**src/sv/fphc_pkg.sv**
```systemverilog
// Shared types and constants for the fan PWM hysteresis controller.
// No dependencies; imported by every module of the block.
package fphc_pkg;

    localparam int DUTY_BITS = 16;
    localparam int TEMP_BITS = 18;
    localparam int TEMP_W    = TEMP_BITS + 1;
    localparam int DIFF_W    = TEMP_W + 1;
    localparam int REM_W     = TEMP_W + 1;
    localparam int STEPS     = 2 * DUTY_BITS;
    localparam int CNT_W     = $clog2(STEPS);
    localparam int IDX_W     = $clog2(DUTY_BITS);
    localparam int ADDR_W    = 5;
    localparam int DATA_W    = 32;

    localparam logic [2:0] REG_TEMP_ON        = 3'd0;
    localparam logic [2:0] REG_TEMP_OFF       = 3'd1;
    localparam logic [2:0] REG_TEMP_HIGH      = 3'd2;
    localparam logic [2:0] REG_PWM_FULL_SCALE = 3'd3;
    localparam logic [2:0] REG_MIN_LEVEL      = 3'd4;
    localparam logic [2:0] REG_RISE_DEADBAND  = 3'd5;
    localparam logic [2:0] REG_FALL_DEADBAND  = 3'd6;

    localparam logic signed [TEMP_W-1:0] RST_TEMP_ON        = TEMP_W'(55000);
    localparam logic signed [TEMP_W-1:0] RST_TEMP_OFF       = TEMP_W'(45000);
    localparam logic signed [TEMP_W-1:0] RST_TEMP_HIGH      = TEMP_W'(70000);
    localparam logic [DUTY_BITS-1:0]     RST_PWM_FULL_SCALE = DUTY_BITS'(1024);
    localparam logic [DUTY_BITS-1:0]     RST_MIN_LEVEL      = DUTY_BITS'(307);
    localparam logic [DUTY_BITS-1:0]     RST_RISE_DEADBAND  = DUTY_BITS'(40);
    localparam logic [DUTY_BITS-1:0]     RST_FALL_DEADBAND  = DUTY_BITS'(71);

    typedef struct packed {
        logic signed [TEMP_W-1:0] temp_on;
        logic signed [TEMP_W-1:0] temp_off;
        logic signed [TEMP_W-1:0] temp_high;
        logic [DUTY_BITS-1:0]     pwm_full_scale;
        logic [DUTY_BITS-1:0]     min_level;
        logic [DUTY_BITS-1:0]     rise_deadband;
        logic [DUTY_BITS-1:0]     fall_deadband;
    } cfg_t;

    typedef struct packed {
        logic             load;
        logic             prep;
        logic             step;
        logic             phase;
        logic [IDX_W-1:0] bit_idx;
        logic             finish;
    } ctrl_cmd_t;

    typedef struct packed {
        logic out_free;
    } dp_status_t;

endpackage

```
**src/sv/fphc_regs.sv**
```systemverilog
// APB-style configuration registers of the fan PWM controller.
// Depends on fphc_pkg for register codes, reset values and cfg_t.
module fphc_regs (
    input  logic                          clk,
    input  logic                          rst_n,
    input  logic                          psel,
    input  logic                          penable,
    input  logic                          pwrite,
    input  logic [fphc_pkg::ADDR_W-1:0]   paddr,
    input  logic [fphc_pkg::DATA_W-1:0]   pwdata,
    output logic [fphc_pkg::DATA_W-1:0]   prdata,
    output logic                          pready,
    output fphc_pkg::cfg_t                cfg
);
    import fphc_pkg::*;

    cfg_t       cfg_reg;
    logic [2:0] idx;
    logic       wr_en;

    assign idx    = paddr[4:2];
    assign wr_en  = psel && penable && pwrite;
    assign pready = 1'b1;
    assign cfg    = cfg_reg;

    always_ff @(posedge clk or negedge rst_n)
    begin
        if (!rst_n)
        begin
            cfg_reg.temp_on        <= RST_TEMP_ON;
            cfg_reg.temp_off       <= RST_TEMP_OFF;
            cfg_reg.temp_high      <= RST_TEMP_HIGH;
            cfg_reg.pwm_full_scale <= RST_PWM_FULL_SCALE;
            cfg_reg.min_level      <= RST_MIN_LEVEL;
            cfg_reg.rise_deadband  <= RST_RISE_DEADBAND;
            cfg_reg.fall_deadband  <= RST_FALL_DEADBAND;
        end
        else if (wr_en)
        begin
            unique case (idx)
                REG_TEMP_ON:        cfg_reg.temp_on        <= pwdata[TEMP_W-1:0];
                REG_TEMP_OFF:       cfg_reg.temp_off       <= pwdata[TEMP_W-1:0];
                REG_TEMP_HIGH:      cfg_reg.temp_high      <= pwdata[TEMP_W-1:0];
                REG_PWM_FULL_SCALE: cfg_reg.pwm_full_scale <= pwdata[DUTY_BITS-1:0];
                REG_MIN_LEVEL:      cfg_reg.min_level      <= pwdata[DUTY_BITS-1:0];
                REG_RISE_DEADBAND:  cfg_reg.rise_deadband  <= pwdata[DUTY_BITS-1:0];
                REG_FALL_DEADBAND:  cfg_reg.fall_deadband  <= pwdata[DUTY_BITS-1:0];
                default:            ;
            endcase
        end
    end

    always_comb
    begin
        prdata = '0;
        unique case (idx)
            REG_TEMP_ON:        prdata = DATA_W'(unsigned'(cfg_reg.temp_on));
            REG_TEMP_OFF:       prdata = DATA_W'(unsigned'(cfg_reg.temp_off));
            REG_TEMP_HIGH:      prdata = DATA_W'(unsigned'(cfg_reg.temp_high));
            REG_PWM_FULL_SCALE: prdata = DATA_W'(cfg_reg.pwm_full_scale);
            REG_MIN_LEVEL:      prdata = DATA_W'(cfg_reg.min_level);
            REG_RISE_DEADBAND:  prdata = DATA_W'(cfg_reg.rise_deadband);
            REG_FALL_DEADBAND:  prdata = DATA_W'(cfg_reg.fall_deadband);
            default:            prdata = '0;
        endcase
    end

endmodule

```
**src/sv/fphc_ctrl.sv**
```systemverilog
// Sequencer of the fan PWM controller: load, prepare, divide, finish.
// Depends on fphc_pkg for the command and status structs.
module fphc_ctrl (
    input  logic                 clk,
    input  logic                 rst_n,
    input  logic                 in_valid,
    output logic                 in_stall,
    input  fphc_pkg::dp_status_t status,
    output fphc_pkg::ctrl_cmd_t  cmd
);
    import fphc_pkg::*;

    localparam logic [1:0] ST_IDLE = 2'd0;
    localparam logic [1:0] ST_PREP = 2'd1;
    localparam logic [1:0] ST_DIV  = 2'd2;
    localparam logic [1:0] ST_FIN  = 2'd3;

    logic [1:0]       state_reg, state_next;
    logic [CNT_W-1:0] cnt_reg, cnt_next;

    assign in_stall = (state_reg != ST_IDLE);

    always_comb
    begin
        state_next  = state_reg;
        cnt_next    = cnt_reg;
        cmd.load    = 1'b0;
        cmd.prep    = 1'b0;
        cmd.step    = 1'b0;
        cmd.phase   = cnt_reg[0];
        // walk the duty weight from its top bit down
        cmd.bit_idx = IDX_W'(DUTY_BITS - 1) - cnt_reg[CNT_W-1:1];
        cmd.finish  = 1'b0;
        unique case (state_reg)
            ST_IDLE:
            begin
                if (in_valid)
                begin
                    cmd.load   = 1'b1;
                    state_next = ST_PREP;
                end
            end
            ST_PREP:
            begin
                cmd.prep   = 1'b1;
                cnt_next   = '0;
                state_next = ST_DIV;
            end
            ST_DIV:
            begin
                cmd.step = 1'b1;
                cnt_next = cnt_reg + 1'b1;
                if (cnt_reg == CNT_W'(STEPS - 1))
                    state_next = ST_FIN;
            end
            ST_FIN:
            begin
                if (status.out_free)
                begin
                    cmd.finish = 1'b1;
                    state_next = ST_IDLE;
                end
            end
            default: state_next = ST_IDLE;
        endcase
    end

    always_ff @(posedge clk or negedge rst_n)
    begin
        if (!rst_n)
        begin
            state_reg <= ST_IDLE;
            cnt_reg   <= '0;
        end
        else
        begin
            state_reg <= state_next;
            cnt_reg   <= cnt_next;
        end
    end

endmodule

```
**src/sv/fphc_dpath.sv**
```systemverilog
// Datapath of the fan PWM controller: threshold tests, serial scale-divide,
// deadband decision, fan state and the result register. Depends on fphc_pkg.
module fphc_dpath (
    input  logic                               clk,
    input  logic                               rst_n,
    input  fphc_pkg::cfg_t                     cfg,
    input  fphc_pkg::ctrl_cmd_t                cmd,
    output fphc_pkg::dp_status_t               status,
    input  logic signed [fphc_pkg::TEMP_W-1:0] temp_mdeg,
    output logic                               out_valid,
    input  logic                               out_stall,
    output logic [fphc_pkg::DUTY_BITS-1:0]     duty,
    output logic                               fan_running,
    output logic                               duty_written,
    output logic                               start_pulse,
    output logic                               config_fault
);
    import fphc_pkg::*;

    // item operands
    logic signed [TEMP_W-1:0] temp_reg;
    logic [TEMP_W-1:0]        a_reg;     // clamped temperature offset
    logic [TEMP_W-1:0]        c_reg;     // temperature span
    logic [DUTY_BITS-1:0]     w_reg;     // full scale minus minimum
    logic [DUTY_BITS-1:0]     m_reg;
    logic                     fault_reg;
    logic                     next_on_reg;
    logic [REM_W-1:0]         r_reg;
    logic [DUTY_BITS-1:0]     q_reg;

    // persistent state
    logic                 fan_on_reg;
    logic [DUTY_BITS-1:0] applied_reg;

    // result register
    logic                 out_valid_reg;
    logic [DUTY_BITS-1:0] duty_reg;
    logic                 fan_out_reg, written_reg, pulse_reg, fault_out_reg;

    // prepare cycle
    logic signed [DIFF_W-1:0] diff, span;
    logic [DUTY_BITS-1:0]     m_sat;
    logic [TEMP_W-1:0]        a_clamp;
    logic                     above_on, below_off, next_on;

    always_comb
    begin
        diff      = DIFF_W'(temp_reg) - DIFF_W'(cfg.temp_off);
        span      = DIFF_W'(cfg.temp_high) - DIFF_W'(cfg.temp_off);
        above_on  = temp_reg > cfg.temp_on;
        below_off = temp_reg < cfg.temp_off;
        next_on   = above_on ? 1'b1 : (below_off ? 1'b0 : fan_on_reg);
        m_sat     = (cfg.min_level > cfg.pwm_full_scale) ? cfg.pwm_full_scale
                                                         : cfg.min_level;
        priority if (diff < 0)
            a_clamp = '0;
        else if (diff > span)
            a_clamp = span[TEMP_W-1:0];
        else
            a_clamp = diff[TEMP_W-1:0];
    end

    // one divide step: shift-and-reduce, or conditional add-and-reduce
    logic [REM_W-1:0]     r_pre, r_red;
    logic                 r_ge;
    logic [DUTY_BITS-1:0] q_pre;

    always_comb
    begin
        if (!cmd.phase)
        begin
            r_pre = {r_reg[REM_W-2:0], 1'b0};
            q_pre = {q_reg[DUTY_BITS-2:0], 1'b0};
        end
        else
        begin
            r_pre = w_reg[cmd.bit_idx] ? (r_reg + REM_W'(a_reg)) : r_reg;
            q_pre = q_reg;
        end
        r_ge  = r_pre >= REM_W'(c_reg);
        r_red = r_ge ? (r_pre - REM_W'(c_reg)) : r_pre;
    end

    // finish: deadband decision and state update
    logic [DUTY_BITS-1:0] level, delta, need, new_applied;
    logic                 new_fan, new_written, new_pulse;

    always_comb
    begin
        level       = m_reg + q_reg;
        new_applied = applied_reg;
        new_fan     = fan_on_reg;
        new_written = 1'b0;
        new_pulse   = 1'b0;
        if (level > applied_reg)
        begin
            delta = level - applied_reg;
            need  = cfg.rise_deadband;
        end
        else
        begin
            delta = applied_reg - level;
            need  = cfg.fall_deadband;
        end
        if (!fault_reg && (next_on_reg || fan_on_reg))
        begin
            if (next_on_reg == fan_on_reg)
            begin
                if (delta >= need)
                begin
                    new_applied = level;
                    new_written = 1'b1;
                end
            end
            else
            begin
                new_pulse   = next_on_reg;
                new_applied = next_on_reg ? level : '0;
                new_written = 1'b1;
                new_fan     = next_on_reg;
            end
        end
    end

    always_ff @(posedge clk)
    begin
        if (cmd.load)
            temp_reg <= temp_mdeg;
        if (cmd.prep)
        begin
            a_reg       <= a_clamp;
            c_reg       <= span[TEMP_W-1:0];
            m_reg       <= m_sat;
            w_reg       <= cfg.pwm_full_scale - m_sat;
            fault_reg   <= !(span > 0);
            next_on_reg <= next_on;
            r_reg       <= '0;
            q_reg       <= '0;
        end
        if (cmd.step)
        begin
            r_reg <= r_red;
            q_reg <= q_pre + DUTY_BITS'(r_ge);
        end
        if (cmd.finish)
        begin
            duty_reg      <= new_applied;
            fan_out_reg   <= new_fan;
            written_reg   <= new_written;
            pulse_reg     <= new_pulse;
            fault_out_reg <= fault_reg;
        end
    end

    always_ff @(posedge clk or negedge rst_n)
    begin
        if (!rst_n)
        begin
            fan_on_reg    <= 1'b0;
            applied_reg   <= '0;
            out_valid_reg <= 1'b0;
        end
        else
        begin
            if (cmd.finish)
            begin
                fan_on_reg    <= new_fan;
                applied_reg   <= new_applied;
                out_valid_reg <= 1'b1;
            end
            else if (out_valid_reg && !out_stall)
                out_valid_reg <= 1'b0;
        end
    end

    assign status.out_free = !out_valid_reg || !out_stall;
    assign out_valid       = out_valid_reg;
    assign duty            = duty_reg;
    assign fan_running     = fan_out_reg;
    assign duty_written    = written_reg;
    assign start_pulse     = pulse_reg;
    assign config_fault    = fault_out_reg;

endmodule

```
**src/sv/fan_pwm_hysteresis_controller.sv**
```systemverilog
// Top level of the fan PWM hysteresis controller.
// Depends on fphc_pkg, fphc_regs, fphc_ctrl and fphc_dpath.
//
// Each temperature item yields one result item. An item runs through a load
// step, a step for the threshold tests and clamping, the shift-subtract unit
// that forms floor(offset * (full - min) / span) two steps per duty bit, and
// a finish step that applies the deadband and loads the result register
// once it is free; no new item is accepted before that. A finished result
// waits in that register while the next item is taken. The user must write
// configuration over the APB port only while idle; nothing enforces this.
module fan_pwm_hysteresis_controller (
    input  logic                                clk,
    input  logic                                rst_n,
    input  logic                                psel,
    input  logic                                penable,
    input  logic                                pwrite,
    input  logic [fphc_pkg::ADDR_W-1:0]         paddr,
    input  logic [fphc_pkg::DATA_W-1:0]         pwdata,
    output logic [fphc_pkg::DATA_W-1:0]         prdata,
    output logic                                pready,
    input  logic                                in_valid,
    output logic                                in_stall,
    input  logic signed [fphc_pkg::TEMP_W-1:0]  temp_mdeg,
    output logic                                out_valid,
    input  logic                                out_stall,
    output logic [fphc_pkg::DUTY_BITS-1:0]      duty,
    output logic                                fan_running,
    output logic                                duty_written,
    output logic                                start_pulse,
    output logic                                config_fault
);
    import fphc_pkg::*;

    cfg_t       cfg;
    ctrl_cmd_t  cmd;
    dp_status_t status;

    fphc_regs u_regs (
        .clk     (clk),
        .rst_n   (rst_n),
        .psel    (psel),
        .penable (penable),
        .pwrite  (pwrite),
        .paddr   (paddr),
        .pwdata  (pwdata),
        .prdata  (prdata),
        .pready  (pready),
        .cfg     (cfg)
    );

    fphc_ctrl u_ctrl (
        .clk      (clk),
        .rst_n    (rst_n),
        .in_valid (in_valid),
        .in_stall (in_stall),
        .status   (status),
        .cmd      (cmd)
    );

    fphc_dpath u_dpath (
        .clk          (clk),
        .rst_n        (rst_n),
        .cfg          (cfg),
        .cmd          (cmd),
        .status       (status),
        .temp_mdeg    (temp_mdeg),
        .out_valid    (out_valid),
        .out_stall    (out_stall),
        .duty         (duty),
        .fan_running  (fan_running),
        .duty_written (duty_written),
        .start_pulse  (start_pulse),
        .config_fault (config_fault)
    );

endmodule
```
**config.mk**
```make
export PLATFORM = sky130hd
export DESIGN_NAME = fan_pwm_hysteresis_controller
export DESIGN_NICKNAME = d
export VERILOG_FILES = /design/src/sv/fphc_pkg.sv /design/src/sv/fphc_regs.sv /design/src/sv/fphc_ctrl.sv /design/src/sv/fphc_dpath.sv /design/src/sv/fan_pwm_hysteresis_controller.sv
export SDC_FILE = /design/constraint.sdc
export NUM_CORES = 1
export LEC_CHECK = 0
export BUFFER_PORTS_ARGS = -buffer_cell sky130_fd_sc_hd__buf_2
export CORE_MARGIN = 5
export CORE_UTILIZATION = 40
export CTS_CLUSTER_DIAMETER = 50
export DETAILED_ROUTE_END_ITERATION = 7
export PLACE_DENSITY = 0.56
export SLEW_MARGIN = 15
export SYNTH_ARGS = -nofsm -noshare
export SYNTH_HDL_FRONTEND = slang
export SYNTH_SLANG_ARGS = --single-unit
```
**constraint.sdc**
```tcl
create_clock -name clk -period 9.1 [get_ports clk]
set_input_delay 1.82 -clock clk [delete_from_list [all_inputs] [get_ports clk]]
set_output_delay 1.82 -clock clk [all_outputs]
set_load 0.01 [all_outputs]
```
==> impl_summary.txt, run 1 <==
----------------------------------------------------
[Status]
  Run status ... finished, final reports clean

[Synth]
  Post-synth EDFFs ... 147
  Xor/xnor share of the synthesized area ... 0.0463
  Synthesized instance count ... 2297
  Average cell area after synthesis ... 9.54 um^2
  Sequential cell area fraction in the yosys report ... 0.370
  Share of synthesized area spent on multiplexers ... 0.107
  Most instantiated flip-flop cell in the synthesis netlist ... sky130_fd_sc_hd__edfxtp_1
  Distinct cell type count after synthesis ... 77
  Async set or reset register ratio after synthesis ... 0.498
  Combinational family with the most area after synthesis ... compound AO/OA/AOI/OAI gates
  Fraction of the mapped netlist area in compound gates ... 0.167
  Yosys reg bits ... 293
  Post-synthesis cell area ... 21900 um^2
  Fraction of the mapped netlist area in simple logic gates ... 0.123
  Syn. warnings ... 0
  Adder-cell share of the synthesized area ... 0.133

[Die]
  Die Footprint ... 59600 um^2
  Initial standard-cell utilization of the core ... 0.406
  Core footprint ... 54000 um^2
  Width of the die ... 244 um
  Floorplan die height ... 244 um
  Placement Rows ... 85
  Number of top-level design ports ... 118

[Global route]
  Global-route wire length before repair ... 98.2 mm
  Via count of the first global-routing pass ... 16900
  GRT overflow ... 0
  Initial antenna violation count ... 1
  Aggregate global-route resource usage ... 0.208
  Pin count of the biggest net entering global routing ... 83

[STA]
  Max Slew Vio Count ... 0
  Worst Tran Pin Value ... 1.16 ns
  Max Freq ... 122 MHz
  Setup violation total in the final timing report ... 0
  Minimum period implied by the final worst setup slack ... 8.17 ns
  Post-route clock period utilization ... 0.897
  RSZ-0062 raised after global routing ... false
  Max_slew headroom ... 0.226
  Hold Violations, Final ... 0
  TNS Setup ... 0 ns
  Final worst clock skew ... 0.0270 ns
  Worst Slack Setup Final ... 0.933 ns

[Setup path]
  Crit path max-delay cell type ... sky130_fd_sc_hd__o21ai_0
  Critical path buffer and inverter count ... 1
  Most frequent cell on the critical path ... sky130_fd_sc_hd__o21ai_0
  Endpoint kind of the worst setup timing path ... flop
  Largest fanout on the critical path ... 27
  Kind of cell adding the most delay to the critical path ... compound AO/OA/AOI/OAI gates
  Req. time, crit path ... 9.60 ns
  Type of the worst setup path ... reg -> reg
  Crit-path max cell delay ... 0.63 ns
  Worst endpoint data arrival time ... 8.67 ns
  Kind of start point of the critical path ... flop

[Drt]
  DRT antenna net count ... 0
  Via total after detailed routing ... 17400
  Number of vias per cell after detailed routing ... 5.62
  Detailed Route Iter0 Violations ... 1272
  1st-pass router iterations ... 5
  Average detailed-routed wire length per instance ... 20.6 um
  Number of remaining DRC errors ... 0
  Final routed wirelength across all metal layers ... 63.6 mm

[Finish]
  Fill cell count ... 5123
  Most common cell after layout, fill and taps aside ... sky130_fd_sc_hd__ha_1
  Utilization after layout ... 0.453
  Final #Nets ... 2653
  Number of flip-flops in the largest register ... 121
  Fraction of layout cells with a size suffix above 1 ... 0.147
  Highest-count cells in the layout ignoring fill and taps ... sky130_fd_sc_hd__ha_1, sky130_fd_sc_hd__inv_1, sky130_fd_sc_hd__nor2_1
  Synth-to-layout area growth ... 11.7%

[CTS]
  Post-CTS setup repair buffer count ... 0
  Hold bufs inserted after CTS ... 0
  Clock insertion delay at the later pin of the skew report ... 0.57 ns
  Clock transition at the register clock pins on the worst setup and hold paths after CTS ... 0.06 ns
  Total clock sinks ... 293
  Post-CTS resize count ... 0
  Number of buffers created by CTS ... 42
  TritonCTS clock tree ... built
  Clock Path Buffers ... 3
  Number of H-tree levels ... 2
  Clock Root Buffer ... sky130_fd_sc_hd__clkbuf_16

[Flow run]
  Max Cap Violations ... 0

[Placement]
  Gpl congestion ... 0.936
  Final HPWL DP ... 49.6 mm
  Worst slack at placement ... 1.01 ns
  Port bufs ... 88

[Hold path]
  Type of the tightest min-delay check ... reg -> reg

----------------------------------------------------
-- cell usage after synthesis, types with 14 or more instances --
cell	number	area, um^2
sky130_fd_sc_hd__edfxtp_1	147	4410
sky130_fd_sc_hd__nand3_1	69	345
sky130_fd_sc_hd__dfrtp_1	110	2750
sky130_fd_sc_hd__o21ai_0	150	751
sky130_fd_sc_hd__o21a_1	27	203
sky130_fd_sc_hd__mux2i_1	97	971
sky130_fd_sc_hd__nand2b_1	15	93.8
sky130_fd_sc_hd__clkbuf_1	73	274
sky130_fd_sc_hd__inv_1	192	721
sky130_fd_sc_hd__a22oi_1	22	165
sky130_fd_sc_hd__a21o_1	47	353
sky130_fd_sc_hd__and3_1	16	100
sky130_fd_sc_hd__a31oi_1	16	100
sky130_fd_sc_hd__dfstp_2	36	946
sky130_fd_sc_hd__buf_4	14	105
sky130_fd_sc_hd__xnor2_1	81	709
sky130_fd_sc_hd__nand2_1	147	552
sky130_fd_sc_hd__nor2b_1	28	175
sky130_fd_sc_hd__nor2_1	178	668
sky130_fd_sc_hd__ha_1	220	2750
sky130_fd_sc_hd__nand4_1	26	163
sky130_fd_sc_hd__mux2_2	103	1160
sky130_fd_sc_hd__a211oi_1	34	255
sky130_fd_sc_hd__nor3_1	35	175
sky130_fd_sc_hd__xor2_1	35	307
sky130_fd_sc_hd__a21oi_1	166	831
-- cell families (layout without fill, tap and decap cells) --
kind of cell    Yosys count  after routing
mux                     210            210
flops                   293            293
xor+xnor                116            116
compound gates          580            580
buf+inv                 293            380
simple gates            575            575
other cells               2             15
fa+ha+maj               228            228
-- stage by stage --
step | cell area (um^2) | hold WS (ns) | cells
floorplan | 22000 | 0.473 | 2309
detailed placement | 23100 | 0.514 | 3014
global placement | 23100 | 0.498 | 3014
CTS | 24500 | 0.530 | 3092
finish | 24500 | 0.534 | 3093
global route | 24500 | 0.553 | 3092
-- routing by layer --
metal / GRT usage / vias up / part of all wire
met3: 0.0394 / 97 / 0.061
met2: 0.323 / 475 / 0.45
li1: - / 8463 / -
met1: 0.294 / 8345 / 0.46
met5: 0 / - / 0.00020
met4: 0.0682 / 2 / 0.031
-- worst paths after layout --
| path | depth (start not counted) | slack [ns] | from | to |
|---|---|---|---|---|
| max | 29 | 0.93 | u_dpath.q_reg[0] | u_dpath.applied_reg[14] |
| min in group asynchronous | 1 | 1.31 | rst_n | u_regs.cfg[28] |
| min reg2reg | 1 | 0.53 | u_regs.cfg[29] | u_regs.cfg[29] |
| min | 1 | 0.53 | u_regs.cfg[29] | u_regs.cfg[29] |
| max in group asynchronous | 2 | 6.31 | rst_n | u_ctrl.cnt_reg[0] |
| max reg2reg | 29 | 0.93 | u_dpath.q_reg[0] | u_dpath.applied_reg[14] |
-- cell type report --
type / count / area, um^2 / share of cell area
Sequential cell: 293 / 8110 / 0.331
Clock inverter: 23 / 267 / 0.0109
Timing Repair Buffer: 107 / 589 / 0.0241
Clock buffer: 55 / 1160 / 0.0474
Multi-Input combinational cell: 1723 / 12700 / 0.521
Tap cell: 696 / 871 / 0.0356
Inverter: 195 / 732 / 0.0299
Antenna cell: 1 / 2.50 / 0.000102
Power of run 1 is left out: the tool's default activity adds up to more than one toggle a clock period on the data nets, which glitch-free logic cannot reach.
==> inputs of run 2 (changes only) <==
- RECOVER_POWER: default -> 25
==> run 2 against run 1 <==
The flow now finishes with violations (capacitance limit, slew limit). Critical path depth fell by 1. Sequential share of layout area barely moved. Sequential cell count did not move. First-iteration DRC count fell by 0.79%. Largest cell class unchanged.
==> impl_summary.txt, run 2 (synthesis gave the netlist of run 1 again) <==
----------------------------------------------------
[Die]
  Initial standard-cell utilization of the core ... 0.406
  Die Footprint ... 59600 um^2
  Number of top-level design ports ... 118
  Core footprint ... 54000 um^2
  Placement Rows ... 85
  Width of the die ... 244 um
  Floorplan die height ... 244 um

[CTS]
  Clock insertion delay at the later pin of the skew report ... 0.57 ns
  Total clock sinks ... 293
  Post-CTS resize count ... 0
  TritonCTS clock tree ... built
  Number of buffers created by CTS ... 42
  Hold bufs inserted after CTS ... 0
  Number of H-tree levels ... 2
  Clock transition at the register clock pins on the worst setup and hold paths after CTS ... 0.06 ns
  Post-CTS setup repair buffer count ... 0
  Clock Path Buffers ... 3
  Clock Root Buffer ... sky130_fd_sc_hd__clkbuf_16

[Placement]
  Final HPWL DP ... 49.6 mm
  Placed Cells incl. Taps ... 3014
  Worst slack at placement ... 1.01 ns
  Port bufs ... 88
  Area after detailed placement ... 23100 um^2
  Gpl congestion ... 0.936

[Setup path]
  Kind of start point of the critical path ... flop
  Type of the worst setup path ... reg -> reg
  Req. time, crit path ... 9.60 ns
  Endpoint kind of the worst setup timing path ... flop
  Worst endpoint data arrival time ... 8.70 ns
  Crit path max-delay cell type ... sky130_fd_sc_hd__o21ai_1
  Largest fanout on the critical path ... 27
  Crit-path max cell delay ... 0.72 ns

[STA]
  Max Freq ... 122 MHz
  Worst Slack Setup Final ... 0.906 ns
  TNS Setup ... 0 ns
  Post-route clock period utilization ... 0.900
  Max_slew headroom ... -2.08
  Worst Tran Pin Value ... 4.62 ns
  Final worst clock skew ... 0.0266 ns
  Hold Violations, Final ... 0
  RSZ-0062 raised after global routing ... false
  Minimum period implied by the final worst setup slack ... 8.19 ns
  Setup violation total in the final timing report ... 0
  Max Slew Vio Count ... 203

[Drt]
  Number of vias per cell after detailed routing ... 5.63
  DRT antenna net count ... 0
  Number of remaining DRC errors ... 0
  Average detailed-routed wire length per instance ... 20.6 um
  Detailed Route Iter0 Violations ... 1262
  1st-pass router iterations ... 5
  Via total after detailed routing ... 17400
  Final routed wirelength across all metal layers ... 63.6 mm

[Global route]
  GRT overflow ... 0
  Met3 global-route usage ... 0.0394
  Global-route met2 utilization ... 0.323
  Pin count of the biggest net entering global routing ... 83
  Aggregate global-route resource usage ... 0.208
  Global-route wire length before repair ... 98.2 mm
  Met1 demand-to-capacity share in global routing ... 0.294
  Via count of the first global-routing pass ... 16900
  Initial antenna violation count ... 1
  Busiest metal layer after global routing ... met2

[Flow run]
  Max Cap Violations ... 3

[Hold path]
  Type of the tightest min-delay check ... reg -> reg

[Finish]
  Most common cell after layout, fill and taps aside ... sky130_fd_sc_hd__ha_1
  Fraction of layout cells with a size suffix above 1 ... 0.145
  Fill cell count ... 5130
  Number of flip-flops in the largest register ... 121
  Fin cells ... 3093
  Final instance area ... 24500 um^2
  Final #Nets ... 2653
  Synth-to-layout area growth ... 11.6%
  Highest-count cells in the layout ignoring fill and taps ... sky130_fd_sc_hd__ha_1, sky130_fd_sc_hd__inv_1, sky130_fd_sc_hd__nor2_1

[Status]
  Violations in the final reports ... capacitance limit, slew limit
  Run status ... complete, but fails checks

----------------------------------------------------
-- run 2: cell types whose count changed in the layout (fill, tap and decap cells not counted), sizes merged --
cell and change:
buf -3, clkbuf +3
-- run 2: final timing paths --
| kind | startpoint | end | slack [ns] | depth (start not counted) |
|---|---|---|---|---|
| min | u_regs.cfg[29] | u_regs.cfg[29] | 0.53 | 1 |
| max in group asynchronous | rst_n | u_ctrl.cnt_reg[0] | 3.42 | 2 |
| max reg2reg | u_dpath.q_reg[0] | u_dpath.applied_reg[9] | 0.91 | 28 |
| min in group asynchronous | rst_n | u_regs.cfg[28] | 2.91 | 1 |
| min reg2reg | u_regs.cfg[29] | u_regs.cfg[29] | 0.53 | 1 |
| max | u_dpath.q_reg[0] | u_dpath.applied_reg[9] | 0.91 | 28 |
-- run 2: area by class of cell --
type,count,area [um^2],share of cell area
flip-flops and latches,293,8110,0.332
clock inverters,23,267,0.0109
repair buffers,107,574,0.0235
multi-input cells,1723,12700,0.521
well taps,696,871,0.0356
inverters,195,732,0.0299
clock buffers,55,1160,0.0475
diodes,1,2.50,0.000102
-- run 2: worst max-delay path, delay by kind of cell, from the launching register on --
family | cells | cell delay, ns
compound gates | 13 | 4.09
xor+xnor | 2 | 0.29
fa+ha+maj | 4 | 1.47
buf+inv | 1 | 0.51
flops | 1 | 0.45
mux | 1 | 0.28
simple gates | 7 | 1.00
-- run 2: stage by stage --
stage	utilization	hold WS (ns)
2_1_floorplan	-	0.473
3_3_place_gp	0.427	0.498
3_5_place_dp	0.427	0.514
4_1_cts	0.453	0.530
5_1_grt	0.453	0.553
6_report	0.453	0.534
-- run 2: metal layers --
layer  routed length, um  vias to the layer above
li1                    -                     8472
met1               29400                     8361
met2               28400                      487
met3                3800                      101
met4                2000                        2
met5                  13                        -
Power of run 2 is left out for the same reason.
